File: config.mk
export PLATFORM = sky130hd
export DESIGN_NAME = differential_steer_pid
export DESIGN_NICKNAME = d
export VERILOG_FILES = /design/src/sv/dsteer_pkg.sv /design/src/sv/dsteer_cfg.sv /design/src/sv/dsteer_bias.sv /design/src/sv/dsteer_mult.sv /design/src/sv/dsteer_mix.sv /design/src/sv/differential_steer_pid.sv
export VERILOG_INCLUDE_DIRS = /design/src /design/src/sv
export SDC_FILE = /design/constraint.sdc
export NUM_CORES = 2
export LEC_CHECK = 0
export BUFFER_PORTS_ARGS = -buffer_cell sky130_fd_sc_hd__buf_4
export CAP_MARGIN = 10
export CORE_MARGIN = 2
export CORE_UTILIZATION = 65
export CTS_CLUSTER_SIZE = 16
export DETAILED_ROUTE_END_ITERATION = 8
export PLACE_DENSITY = 0.83
export SYNTH_ARGS = -nofsm -noshare
export SYNTH_HDL_FRONTEND = slang
export SYNTH_HIERARCHICAL = 1
export SYNTH_SLANG_ARGS = --single-unit
File: constraint.sdc
create_clock -name clk -period 16.3 [get_ports clk]
set_input_delay 1.63 -clock clk [delete_from_list [all_inputs] [get_ports clk]]
set_output_delay 1.63 -clock clk [all_outputs]
set_load 0.005 [all_outputs]
File: src/sv/differential_steer_pid_defines.svh
// assertion macros shared by the steering controller
`ifndef DIFFERENTIAL_STEER_PID_DEFINES_SVH
`define DIFFERENTIAL_STEER_PID_DEFINES_SVH

// same-cycle implication, sampled on clk, quiet during reset
`define DSTEER_ASSERT_IMP(lbl, ante, cons, msg) \
  lbl: assert property (@(posedge clk) disable iff (!rst_n) (ante) |-> (cons)) \
    else $error(msg);

// next-cycle implication, sampled on clk, quiet during reset
`define DSTEER_ASSERT_NXT(lbl, ante, cons, msg) \
  lbl: assert property (@(posedge clk) disable iff (!rst_n) (ante) |=> (cons)) \
    else $error(msg);

`endif

File: src/sv/dsteer_pkg.sv
package dsteer_pkg;

  // field and datapath widths
  localparam int ErrW    = 8;
  localparam int BiasW   = ErrW + 1;
  localparam int DeltaW  = BiasW + 1;
  localparam int IntegW  = 24;
  localparam int GainW   = 16;
  localparam int DriveW  = 16;
  localparam int FracW   = 4;
  localparam int ProdPW  = GainW + 1 + BiasW;
  localparam int ProdIW  = GainW + 1 + IntegW;
  localparam int ProdDW  = GainW + 1 + DeltaW;
  localparam int SumW    = ProdIW + 2;
  localparam int SteerW  = SumW - FracW;
  localparam int MixW    = SteerW + 1;
  localparam int CfgAddrW = 5;
  localparam int CfgDataW = 32;

  // register map, word index
  typedef enum logic [2:0] {
    REG_GAIN_P     = 3'd0,
    REG_GAIN_I     = 3'd1,
    REG_GAIN_D     = 3'd2,
    REG_BASE_SPEED = 3'd3,
    REG_PWM_MAX    = 3'd4,
    REG_SETPOINT   = 3'd5
  } reg_idx_t;

  typedef struct packed {
    logic [GainW-1:0]       gain_p;
    logic [GainW-1:0]       gain_i;
    logic [GainW-1:0]       gain_d;
    logic [DriveW-1:0]      base_speed;
    logic [DriveW-1:0]      pwm_max;
    logic signed [ErrW-1:0] setpoint;
  } cfg_t;

  localparam cfg_t CfgReset = '{
    gain_p:     16'd1600,
    gain_i:     16'd0,
    gain_d:     16'd0,
    base_speed: 16'd7200,
    pwm_max:    16'd7200,
    setpoint:   8'sd0
  };

  // bias stage result
  typedef struct packed {
    logic signed [BiasW-1:0]  bias;
    logic signed [DeltaW-1:0] delta;
    logic signed [IntegW-1:0] integ;
  } bias_t;

  // product stage result
  typedef struct packed {
    logic signed [ProdPW-1:0] p;
    logic signed [ProdIW-1:0] i;
    logic signed [ProdDW-1:0] d;
  } prod_t;

  // per-stage load strobes
  typedef struct packed {
    logic in;
    logic bias;
    logic mult;
    logic steer;
    logic out;
  } pipe_ld_t;

endpackage

File: src/sv/dsteer_cfg.sv
module dsteer_cfg (
  input  logic                           clk,
  input  logic                           rst_n,
  input  logic                           psel,
  input  logic                           penable,
  input  logic                           pwrite,
  input  logic [dsteer_pkg::CfgAddrW-1:0] paddr,
  input  logic [dsteer_pkg::CfgDataW-1:0] pwdata,
  output logic [dsteer_pkg::CfgDataW-1:0] prdata,
  output logic                           pready,
  output dsteer_pkg::cfg_t               cfg
);
  import dsteer_pkg::*;

  cfg_t     cfg_r;
  cfg_t     cfg_nxt;
  reg_idx_t idx;
  logic     wr;

  assign idx    = reg_idx_t'(paddr[CfgAddrW-1:2]);
  assign pready = 1'b1;
  assign wr     = psel & penable & pwrite;

  // register write decode, out-of-map words dropped
  always_comb begin
    cfg_nxt = cfg_r;
    if (wr) begin
      unique case (idx)
        REG_GAIN_P:     cfg_nxt.gain_p     = pwdata[GainW-1:0];
        REG_GAIN_I:     cfg_nxt.gain_i     = pwdata[GainW-1:0];
        REG_GAIN_D:     cfg_nxt.gain_d     = pwdata[GainW-1:0];
        REG_BASE_SPEED: cfg_nxt.base_speed = pwdata[DriveW-1:0];
        REG_PWM_MAX:    cfg_nxt.pwm_max    = pwdata[DriveW-1:0];
        REG_SETPOINT:   cfg_nxt.setpoint   = $signed(pwdata[ErrW-1:0]);
        default: ;
      endcase
    end
  end

  always_ff @(posedge clk) begin
    if (!rst_n) begin
      cfg_r <= CfgReset;
    end else begin
      cfg_r <= cfg_nxt;
    end
  end

  // read mux
  always_comb begin
    unique case (idx)
      REG_GAIN_P:     prdata = {(CfgDataW-GainW)'(0), cfg_r.gain_p};
      REG_GAIN_I:     prdata = {(CfgDataW-GainW)'(0), cfg_r.gain_i};
      REG_GAIN_D:     prdata = {(CfgDataW-GainW)'(0), cfg_r.gain_d};
      REG_BASE_SPEED: prdata = {(CfgDataW-DriveW)'(0), cfg_r.base_speed};
      REG_PWM_MAX:    prdata = {(CfgDataW-DriveW)'(0), cfg_r.pwm_max};
      REG_SETPOINT:   prdata = {{(CfgDataW-ErrW){cfg_r.setpoint[ErrW-1]}}, cfg_r.setpoint};
      default:        prdata = '0;
    endcase
  end

  assign cfg = cfg_r;

endmodule

File: src/sv/dsteer_bias.sv
module dsteer_bias (
  input  logic                                clk,
  input  logic                                rst_n,
  input  logic                                load,
  input  logic signed [dsteer_pkg::ErrW-1:0]  err,
  input  logic signed [dsteer_pkg::ErrW-1:0]  setpoint,
  output dsteer_pkg::bias_t                   stage
);
  import dsteer_pkg::*;

  logic signed [IntegW-1:0] integ_r;
  logic signed [IntegW-1:0] integ_nxt;
  logic signed [BiasW-1:0]  prev_r;
  logic signed [BiasW-1:0]  bias;
  logic signed [IntegW:0]   acc;
  bias_t                    stage_r;
  bias_t                    stage_nxt;

  // bias and saturating running sum
  always_comb begin
    bias = BiasW'(err) - BiasW'(setpoint);
    acc  = (IntegW+1)'(integ_r) + (IntegW+1)'(bias);
    if (acc[IntegW] != acc[IntegW-1]) begin
      integ_nxt = {acc[IntegW], {(IntegW-1){~acc[IntegW]}}};
    end else begin
      integ_nxt = acc[IntegW-1:0];
    end
    stage_nxt.bias  = bias;
    stage_nxt.delta = DeltaW'(bias) - DeltaW'(prev_r);
    stage_nxt.integ = integ_nxt;
  end

  // controller state, one update per tick
  always_ff @(posedge clk) begin
    if (!rst_n) begin
      integ_r <= '0;
      prev_r  <= '0;
    end else if (load) begin
      integ_r <= integ_nxt;
      prev_r  <= bias;
    end
  end

  always_ff @(posedge clk) begin
    if (load) begin
      stage_r <= stage_nxt;
    end
  end

  assign stage = stage_r;

endmodule

File: src/sv/dsteer_mult.sv
module dsteer_mult (
  input  logic                             clk,
  input  logic                             load,
  input  dsteer_pkg::bias_t                stage,
  input  logic [dsteer_pkg::GainW-1:0]     gain_p,
  input  logic [dsteer_pkg::GainW-1:0]     gain_i,
  input  logic [dsteer_pkg::GainW-1:0]     gain_d,
  output dsteer_pkg::prod_t                prod
);
  import dsteer_pkg::*;

  prod_t prod_r;
  prod_t prod_nxt;

  // three gain products, side by side
  always_comb begin
    prod_nxt.p = ProdPW'($signed({1'b0, gain_p})) * ProdPW'(stage.bias);
    prod_nxt.i = ProdIW'($signed({1'b0, gain_i})) * ProdIW'(stage.integ);
    prod_nxt.d = ProdDW'($signed({1'b0, gain_d})) * ProdDW'(stage.delta);
  end

  always_ff @(posedge clk) begin
    if (load) begin
      prod_r <= prod_nxt;
    end
  end

  assign prod = prod_r;

endmodule

File: src/sv/dsteer_mix.sv
module dsteer_mix (
  input  logic                              clk,
  input  dsteer_pkg::pipe_ld_t              ld,
  input  dsteer_pkg::prod_t                 prod,
  input  logic [dsteer_pkg::DriveW-1:0]     base_speed,
  input  logic [dsteer_pkg::DriveW-1:0]     pwm_max,
  output logic [2*dsteer_pkg::DriveW-1:0]   drive
);
  import dsteer_pkg::*;

  logic signed [SumW-1:0]   sum;
  logic signed [SteerW-1:0] steer_r;
  logic signed [MixW-1:0]   left_mix;
  logic signed [MixW-1:0]   right_mix;
  logic [2*DriveW-1:0]      drive_r;
  logic [2*DriveW-1:0]      drive_nxt;

  // floor to zero, then cap at the limit
  function automatic logic [DriveW-1:0] clamp_drive(
    input logic signed [MixW-1:0] v,
    input logic [DriveW-1:0]      lim
  );
    logic [MixW-1:0] vu;
    vu = $unsigned(v);
    if (v[MixW-1]) begin
      return '0;
    end else if (vu > {(MixW-DriveW)'(0), lim}) begin
      return lim;
    end else begin
      return vu[DriveW-1:0];
    end
  endfunction

  // steering sum, arithmetic shift drops the fraction bits
  assign sum = SumW'(prod.p) + SumW'(prod.i) + SumW'(prod.d);

  always_ff @(posedge clk) begin
    if (ld.steer) begin
      steer_r <= SteerW'(sum >>> FracW);
    end
  end

  // wheel mix and clamp
  always_comb begin
    left_mix  = MixW'($signed({1'b0, base_speed})) + MixW'(steer_r);
    right_mix = MixW'($signed({1'b0, base_speed})) - MixW'(steer_r);
    drive_nxt = {clamp_drive(right_mix, pwm_max), clamp_drive(left_mix, pwm_max)};
  end

  always_ff @(posedge clk) begin
    if (ld.out) begin
      drive_r <= drive_nxt;
    end
  end

  assign drive = drive_r;

endmodule

File: src/sv/differential_steer_pid.sv
// Steering controller for a two-wheel line follower.
// Input stream: one beat per control tick, in_tdata[7:0] = signed line error.
// Output stream: one beat per input beat, in order; out_tdata[15:0] = left
// drive, out_tdata[31:16] = right drive, each clamped to 0..pwm_max.
// Config: APB-style port, word registers at byte offsets 0x00 gain_p,
// 0x04 gain_i, 0x08 gain_d, 0x0C base_speed, 0x10 pwm_max, 0x14 setpoint;
// write only while no beat is in flight.
// Pipeline: five register stages (input, bias/integral, products, steering
// sum, clamped drives). Throughput: one beat per cycle while out_tready is
// high; the integral and previous bias update together when the bias stage
// loads, so ticks may follow back to back.
// Reset: gains, speeds and setpoint return to their defaults, the integral
// and previous bias clear to zero and all stages empty.
// Stall: with out_tready low, the result holds and earlier stages keep
// filling; in_tready drops only once all five stages hold a beat.
module differential_steer_pid (
  input  logic                                clk,
  input  logic                                rst_n,
  // slave side
  input  logic                                in_tvalid,
  output logic                                in_tready,
  input  logic [7:0]                          in_tdata,   // [7:0] line_error
  // master side
  output logic                                out_tvalid,
  input  logic                                out_tready,
  output logic [31:0]                         out_tdata,  // [15:0] left_drive, [31:16] right_drive
  // config
  input  logic                                cfg_psel,
  input  logic                                cfg_penable,
  input  logic                                cfg_pwrite,
  input  logic [dsteer_pkg::CfgAddrW-1:0]     cfg_paddr,
  input  logic [dsteer_pkg::CfgDataW-1:0]     cfg_pwdata,
  output logic [dsteer_pkg::CfgDataW-1:0]     cfg_prdata,
  output logic                                cfg_pready
);
  import dsteer_pkg::*;
  `include "differential_steer_pid_defines.svh"

  cfg_t                 cfg;
  pipe_ld_t             ld;
  logic [4:0]           vld_r;
  logic [4:0]           vld_nxt;
  logic [4:0]           free;
  logic signed [ErrW-1:0] err_r;
  bias_t                bias_stg;
  prod_t                prod;
  logic [2*DriveW-1:0]  drive;

  dsteer_cfg u_cfg (
    .clk     (clk),
    .rst_n   (rst_n),
    .psel    (cfg_psel),
    .penable (cfg_penable),
    .pwrite  (cfg_pwrite),
    .paddr   (cfg_paddr),
    .pwdata  (cfg_pwdata),
    .prdata  (cfg_prdata),
    .pready  (cfg_pready),
    .cfg     (cfg)
  );

  // stage occupancy: a stage takes a beat when empty or when it passes one on
  always_comb begin
    free[4]  = !vld_r[4] || out_tready;
    ld.out   = vld_r[3] & free[4];
    free[3]  = !vld_r[3] || ld.out;
    ld.steer = vld_r[2] & free[3];
    free[2]  = !vld_r[2] || ld.steer;
    ld.mult  = vld_r[1] & free[2];
    free[1]  = !vld_r[1] || ld.mult;
    ld.bias  = vld_r[0] & free[1];
    free[0]  = !vld_r[0] || ld.bias;
    ld.in    = in_tvalid & free[0];

    vld_nxt[4] = ld.out   | (vld_r[4] & ~out_tready);
    vld_nxt[3] = ld.steer | (vld_r[3] & ~ld.out);
    vld_nxt[2] = ld.mult  | (vld_r[2] & ~ld.steer);
    vld_nxt[1] = ld.bias  | (vld_r[1] & ~ld.mult);
    vld_nxt[0] = ld.in    | (vld_r[0] & ~ld.bias);
  end

  always_ff @(posedge clk) begin
    if (!rst_n) begin
      vld_r <= '0;
    end else begin
      vld_r <= vld_nxt;
    end
  end

  // input register
  always_ff @(posedge clk) begin
    if (ld.in) begin
      err_r <= $signed(in_tdata[ErrW-1:0]);
    end
  end

  dsteer_bias u_bias (
    .clk      (clk),
    .rst_n    (rst_n),
    .load     (ld.bias),
    .err      (err_r),
    .setpoint (cfg.setpoint),
    .stage    (bias_stg)
  );

  dsteer_mult u_mult (
    .clk    (clk),
    .load   (ld.mult),
    .stage  (bias_stg),
    .gain_p (cfg.gain_p),
    .gain_i (cfg.gain_i),
    .gain_d (cfg.gain_d),
    .prod   (prod)
  );

  dsteer_mix u_mix (
    .clk        (clk),
    .ld         (ld),
    .prod       (prod),
    .base_speed (cfg.base_speed),
    .pwm_max    (cfg.pwm_max),
    .drive      (drive)
  );

  assign in_tready  = free[0];
  assign out_tvalid = vld_r[4];
  assign out_tdata  = drive;

  // checks
  `DSTEER_ASSERT_IMP(a_drive_capped, out_tvalid,
    (out_tdata[15:0] <= cfg.pwm_max) && (out_tdata[31:16] <= cfg.pwm_max),
    "wheel drive above pwm_max")
  `DSTEER_ASSERT_NXT(a_prod_held, vld_r[2] && !ld.steer,
    vld_r[2] && $stable(prod), "held product stage lost or changed its beat")
  `DSTEER_ASSERT_NXT(a_err_held, vld_r[0] && !ld.bias,
    vld_r[0] && $stable(err_r), "held input stage lost or changed its beat")

endmodule
Yosys cells after proc, flatten, opt, wreduce, memory -nomap -nowiden
Cells that the tools add are included.
Storage, ports and cells
  register bits: 342
  bits of input ports: 52
  logic and storage cells: 81
  output and inout bits: 67
Operators by class
  equality and inequality tests: 6
  reductions and logical operators: 17
  multiplexer cells: 4
  bitwise gates (word level): 23
  add/sub/neg operators: 7
  multipliers: 3
  $lt $le $gt $ge: 2
Operator list (count)
  $pmux 32 s6: 1
  $gt 40x16->1: 2
  $add 42x27->43: 1
  $add 26x41->42: 1
  $mul 17x24->41: 1
  $add 17x39->40: 1
  $sub 17x39->40: 1
  $mux 16: 2
  $mul 17x10->27: 1
  $mul 17x9->26: 1
  $add 24x9->25: 1
  $mux 24: 1
  $and 1x1->1: 12
  $reduce_and 2->1: 6
  $sub 9x9->10: 1
  $sub 8x8->9: 1
  $eq 3x2->1 const B: 2
  $eq 3x3->1 const B: 2
  $not 1->1: 6
  $logic_not 1->1: 5
  $logic_or 1x1->1: 5
  $or 1x1->1: 5
  $eq 3x1->1 const B: 1
  $logic_not 3->1: 1
  $ne 1x1->1: 1

Logic depth before layout (Yosys ltp)
  word-level depth: 12
  gate-level depth with buffers: 24
  depth with buffers taken out: 22

By module
The synthesis kept the hierarchy.
Modules (own cells, without submodules)
  dsteer_mult: seq. area each 2822.7 µm², cells an instance 2871, times used 1, area an instance 26972.1 µm²
  dsteer_mix: seq. area each 2132.0 µm², cells an instance 1030, times used 1, area an instance 9121.2 µm²
  dsteer_bias: seq. area each 1951.9 µm², cells an instance 465, times used 1, area an instance 4765.8 µm²
  dsteer_cfg: seq. area each 1761.7 µm², cells an instance 432, times used 1, area an instance 4295.4 µm²
  differential_steer_pid: seq. area each 340.3 µm², cells an instance 33, times used 1, area an instance 466.7 µm²

Least setup slack after synthesis
OpenSTA, ideal clock, no wires.
  path type: in2reg
  start: in out_tready
  end: reg u_mult.prod_r, in the netlist u_mult/prod[0], enable pin
  stages on the path: 2
  path slack: 9.733 ns
  library setup time: 0.559 ns
  path buffers: 0
  arrival time: 6.008 ns
  cell sequence: and4b_4 nor2b_1
RTL lines
  start, declared: RTL line differential_steer_pid.sv:25  | input logic out_tready,
  end signal, assigned: RTL line dsteer_mult.sv:24  | prod_r <= prod_nxt;
  end, declared: RTL line dsteer_mult.sv:12  | prod_t prod_r;

==> flow_metrics.env <==
export IMPL_crit_reg2reg_capture="u_mult/prod[65]$_DFFE_PP_"
export IMPL_final_hold_worst_slack_ns=0.483
export IMPL_drt_via_density=6.05
export IMPL_min_delay_path_depth=2
export IMPL_end_kind="register"
export IMPL_detailedRoute_firstPassIterationCount=6
export IMPL_worst_ir_drop_vdd_v=0.0000934
export IMPL_die_height_um=269
export IMPL_filler_cell_count=5181
export IMPL_detail_route_wirelength_um=119000
export IMPL_numClockSinks=342
export IMPL_clock_skew_ns=0.0201
export IMPL_wire_length_of_the_first_global_routing_pass_um=189000
export IMPL_yosys_most_used_dff="sky130_fd_sc_hd__edfxtp_1"
export IMPL_synth_nets=5909
export IMPL_design_core_area_sq_mm=0.0698
export IMPL_layout_cells_most_common="sky130_fd_sc_hd__inv_1"
export IMPL_power_density_mw_per_mm2=58.7
export IMPL_clockPowerShare_pct=34.3
export IMPL_seqPwrFrac_pct=38.4
export IMPL_slew_headroom_pct=10.1
export IMPL_fin_tns_setup_ns=0
export IMPL_number_of_violations_of_the_max_capacitance_limit=0
export IMPL_ioPinCount=119
export IMPL_antenna_found_initial=8
export IMPL_clk_transition_reported_paths_ns=0.07
export IMPL_syn_area_sq_mm=0.0456
export IMPL_synthToLayoutAreaGrowth_pct=5.45
export IMPL_ctsLongestPathBuffers=3
export IMPL_hold_class="reg2reg"
export IMPL_hold_viol_final=0
export IMPL_seq_area_frac_synth_pct=19.7
export IMPL_final_setup_viol_count=0
export IMPL_postLayoutCellArea_sq_mm=0.0481
export IMPL_tritoncts="done"
export IMPL_grt_pass1_vias=35400
export IMPL_htree_num_levels=2
export IMPL_cts_repair_timing_setup_buffer_count=0
export IMPL_die_width_um=269
export IMPL_start_util_pct=65.4
export IMPL_placement_cell_area_sq_mm=0.0467
export IMPL_power_mw=2.82
export IMPL_synthCells=4831
export IMPL_yosys_warnings=6
export IMPL_crit_reg2reg_launch="u_bias/stage[16]$_DFFE_PP_"
export IMPL_reg2regPathDepth=19
export IMPL_cp_start_kind="register"
export IMPL_mostFrequentLayoutCells="810 x sky130_fd_sc_hd__inv_1, 632 x sky130_fd_sc_hd__fa_1, 616 x sky130_fd_sc_hd__nand2_1"
export IMPL_layout_nets=5857
export IMPL_power_frac_comb_pct=27.4
export IMPL_drc=0
export IMPL_drtAntennaViolNets=0
export IMPL_synth_ff_latch_count=342
export IMPL_route_detailed_wl_per_inst_um=20.6
export IMPL_setup_reg_to_reg_worst_slack_ns=9.36
export IMPL_worst_endpoint_required_ns=16.60
export IMPL_worst_slew_pin_transition_ns=1.31
export IMPL_count_of_flip_flops_with_a_built_in_enable_after_synthesis=216
export IMPL_maxClockFrequency_ghz=0.144
export IMPL_yosys_cell_types_count=118
export IMPL_buffer_ports_inserted=99
export IMPL_groute_usage_overall_pct=33.6
export IMPL_grt_remaining_overflow=0
export IMPL_cts_buffers=40
export IMPL_min_period_over_period_pct=42.6
export IMPL_report_final_slew_viol_count=0
export IMPL_rows=97
export IMPL_period_needed_ns=6.94
export IMPL_clk_latency_worst_skew_pair_ns=0.59
export IMPL_cts_hold_buf=0
export IMPL_cell_internal_power_mw=1.86
export IMPL_power_switching_fraction_pct=34.1
export IMPL_synth_area_per_cell_sq_um=9.44
export IMPL_unrepaired_setup_endpoints_after_global_routing="false"
export IMPL_run_status="completed"
export IMPL_clockRootBuffer="sky130_fd_sc_hd__clkbuf_16"
export IMPL_detailedRoute_firstIterationViolations=3245
export IMPL_power_static_leakage_nw=22.3
export IMPL_dr_total_vias=34800
export IMPL_timing_worst_setup_path_type="reg2reg"
export IMPL_holdPathEnd="u_cfg/cfg[2]$_SDFFE_PN0P_"
export IMPL_worst_hold_startpoint="u_cfg/cfg[2]$_SDFFE_PN0P_"
export IMPL_globalplace_congestion=0.978
export IMPL_dp_final_hpwl_um=90700
export IMPL_grt_max_degree=85
export IMPL_layout_drive_gt1_share_pct=6.09
export IMPL_cp_max_fo=16
export IMPL_netSwitchingPower_uw=962
export IMPL_cts_resized_gates=0
export IMPL_die_area_sq_mm=0.0723
export IMPL_crit_arrival_ns=7.24
export IMPL_async_flop_share_pct=0
## synthesized netlist by cell type (9+ instances only)
cell                        number  area [sq um]
sky130_fd_sc_hd__a211oi_1       23           173
sky130_fd_sc_hd__a21boi_0       13          97.6
sky130_fd_sc_hd__a21o_1         46           345
sky130_fd_sc_hd__a21oi_1       197           986
sky130_fd_sc_hd__a221oi_1       11          96.3
sky130_fd_sc_hd__a22oi_1        11          82.6
sky130_fd_sc_hd__a31oi_1        16           100
sky130_fd_sc_hd__and2_1        285          1780
sky130_fd_sc_hd__and3_1         26           163
sky130_fd_sc_hd__and4_1          9          78.8
sky130_fd_sc_hd__buf_2          21           105
sky130_fd_sc_hd__buf_4          21           158
sky130_fd_sc_hd__buf_6          17           191
sky130_fd_sc_hd__clkbuf_1      152           571
sky130_fd_sc_hd__dfxtp_1       126          2520
sky130_fd_sc_hd__edfxtp_1      216          6490
sky130_fd_sc_hd__fa_1          632         12700
sky130_fd_sc_hd__ha_1          394          4930
sky130_fd_sc_hd__inv_1         810          3040
sky130_fd_sc_hd__maj3_2         21           236
sky130_fd_sc_hd__mux2i_1       119          1190
sky130_fd_sc_hd__nand2_1       616          2310
sky130_fd_sc_hd__nand2b_1       41           257
sky130_fd_sc_hd__nand3_1        66           330
sky130_fd_sc_hd__nand3b_1       10          75.1
sky130_fd_sc_hd__nand4_1        26           163
sky130_fd_sc_hd__nor2_1        129           484
sky130_fd_sc_hd__nor2b_1        39           244
sky130_fd_sc_hd__nor3_1         48           240
sky130_fd_sc_hd__nor4_1         14          87.6
sky130_fd_sc_hd__o2111ai_1      10          87.6
sky130_fd_sc_hd__o211ai_1       27           203
sky130_fd_sc_hd__o21a_1         24           180
sky130_fd_sc_hd__o21ai_0       128           641
sky130_fd_sc_hd__o21ai_1        19          95.1
sky130_fd_sc_hd__o21ba_1        20           200
sky130_fd_sc_hd__o21bai_1       22           165
sky130_fd_sc_hd__o311ai_1        9          78.8
sky130_fd_sc_hd__o31ai_1        19           143
sky130_fd_sc_hd__or3_1          14          87.6
sky130_fd_sc_hd__or4_1          12          90.1
sky130_fd_sc_hd__xnor2_1       115          1010
sky130_fd_sc_hd__xor2_1         54           473
## worst max-delay path by stage
stage / from / endpoint / slack (ns) / depth (start not counted)
after floorplan: out_tready / u_mult/prod[0]$_DFFE_PP_ / 9.73 / 2
after detailed placement: u_bias/stage[18]$_DFFE_PP_ / u_mult/prod[65]$_DFFE_PP_ / 9.47 / 20
after CTS: u_bias/stage[16]$_DFFE_PP_ / u_mult/prod[65]$_DFFE_PP_ / 9.44 / 19
after global routing: u_bias/stage[16]$_DFFE_PP_ / u_mult/prod[65]$_DFFE_PP_ / 9.17 / 19
after global placement: u_bias/stage[13]$_DFFE_PP_ / u_mult/prod[66]$_DFFE_PP_ / 9.53 / 19
final: u_bias/stage[16]$_DFFE_PP_ / u_mult/prod[65]$_DFFE_PP_ / 9.36 / 19
## worst max-delay path, cell delays in order, from the launching register on
cell,delay (ns)
sky130_fd_sc_hd__edfxtp_1,0.88
sky130_fd_sc_hd__nand2_1,0.17
sky130_fd_sc_hd__fa_1,0.57
sky130_fd_sc_hd__inv_1,0.06
sky130_fd_sc_hd__fa_1,0.48
sky130_fd_sc_hd__fa_1,0.59
sky130_fd_sc_hd__fa_1,0.45
sky130_fd_sc_hd__fa_1,0.50
sky130_fd_sc_hd__inv_1,0.05
sky130_fd_sc_hd__fa_1,0.56
sky130_fd_sc_hd__inv_1,0.07
sky130_fd_sc_hd__ha_1,0.44
sky130_fd_sc_hd__nand2_1,0.15
sky130_fd_sc_hd__or3_1,0.44
sky130_fd_sc_hd__nor3_1,0.21
sky130_fd_sc_hd__o21ai_1,0.14
sky130_fd_sc_hd__a21o_1,0.25
sky130_fd_sc_hd__a211oi_2,0.31
sky130_fd_sc_hd__or2_1,0.21
sky130_fd_sc_hd__o311ai_1,0.12
## area by class of cell
| class | instances | area, sq um | share of cell area (%) |
|---|---|---|---|
| clock buffer | 52 | 1120 | 2.33 |
| multi-input combinational | 3453 | 32500 | 67.5 |
| antenna | 4 | 10.0 | 0.0208 |
| sequential | 342 | 9010 | 18.7 |
| clock inverter | 22 | 302 | 0.627 |
| timing repair buffer | 124 | 931 | 1.94 |
| tap | 940 | 1180 | 2.44 |
| inverter | 818 | 3070 | 6.38 |
## sequential cells by signal (all words and copies together), names as in the netlist
| name | cells |
|---|---|
| err_r | 8 |
| u_bias/integ_r | 24 |
| u_bias/prev_r | 9 |
| u_bias/stage | 43 |
| u_cfg/cfg | 88 |
| u_mix/drive | 32 |
| u_mix/steer_r | 39 |
| u_mult/prod | 94 |
| vld_r | 5 |
## power by group through the flow
| stage | Sequential, mW | Combinational (mW) | Clock, mW |
|---|---|---|---|
| after global routing | 1.09 | 0.845 | 1.01 |
| after global placement | 1.10 | 0.731 | 0 |
| after CTS | 1.08 | 0.759 | 0.975 |
| final | 1.08 | 0.772 | 0.968 |
| after floorplan | 1.03 | 0.575 | 0 |
| after detailed placement | 1.10 | 0.749 | 0 |
## metrics by stage
stage / util [%] / instances / worst slack [ns]
after CTS: 68.9 / 5751 / 9.44
final: 68.9 / 5755 / 9.36
after global placement: 66.9 / 5677 / 9.53
after global routing: 68.9 / 5751 / 9.17
after detailed placement: 66.9 / 5677 / 9.47
after floorplan: - / 4831 / 9.73
## routing by layer
layer	GRT usage, %	wire length [um]	vias up
met4	15.3	5850	4
met5	0	17	-
met2	53.3	54100	1752
met1	44.1	47500	17100
li1	-	-	15600
met3	7.63	11300	335
## cells by family after synthesis
logic type                 after synthesis  share of synthesized area, %
buffers and inverters                 1036                          9.14
adders and majority gates             1049                          39.1
and+or+nand+nor                       1384                          15.1
muxes                                  129                          2.86
other                                    1                       0.00822
DFF                                    342                          19.7
xor gates and xnor gates               169                          3.24
AOI/OAI and AO/OA                      721                          10.8
Note: power is estimated with default switching activity, not from simulation.
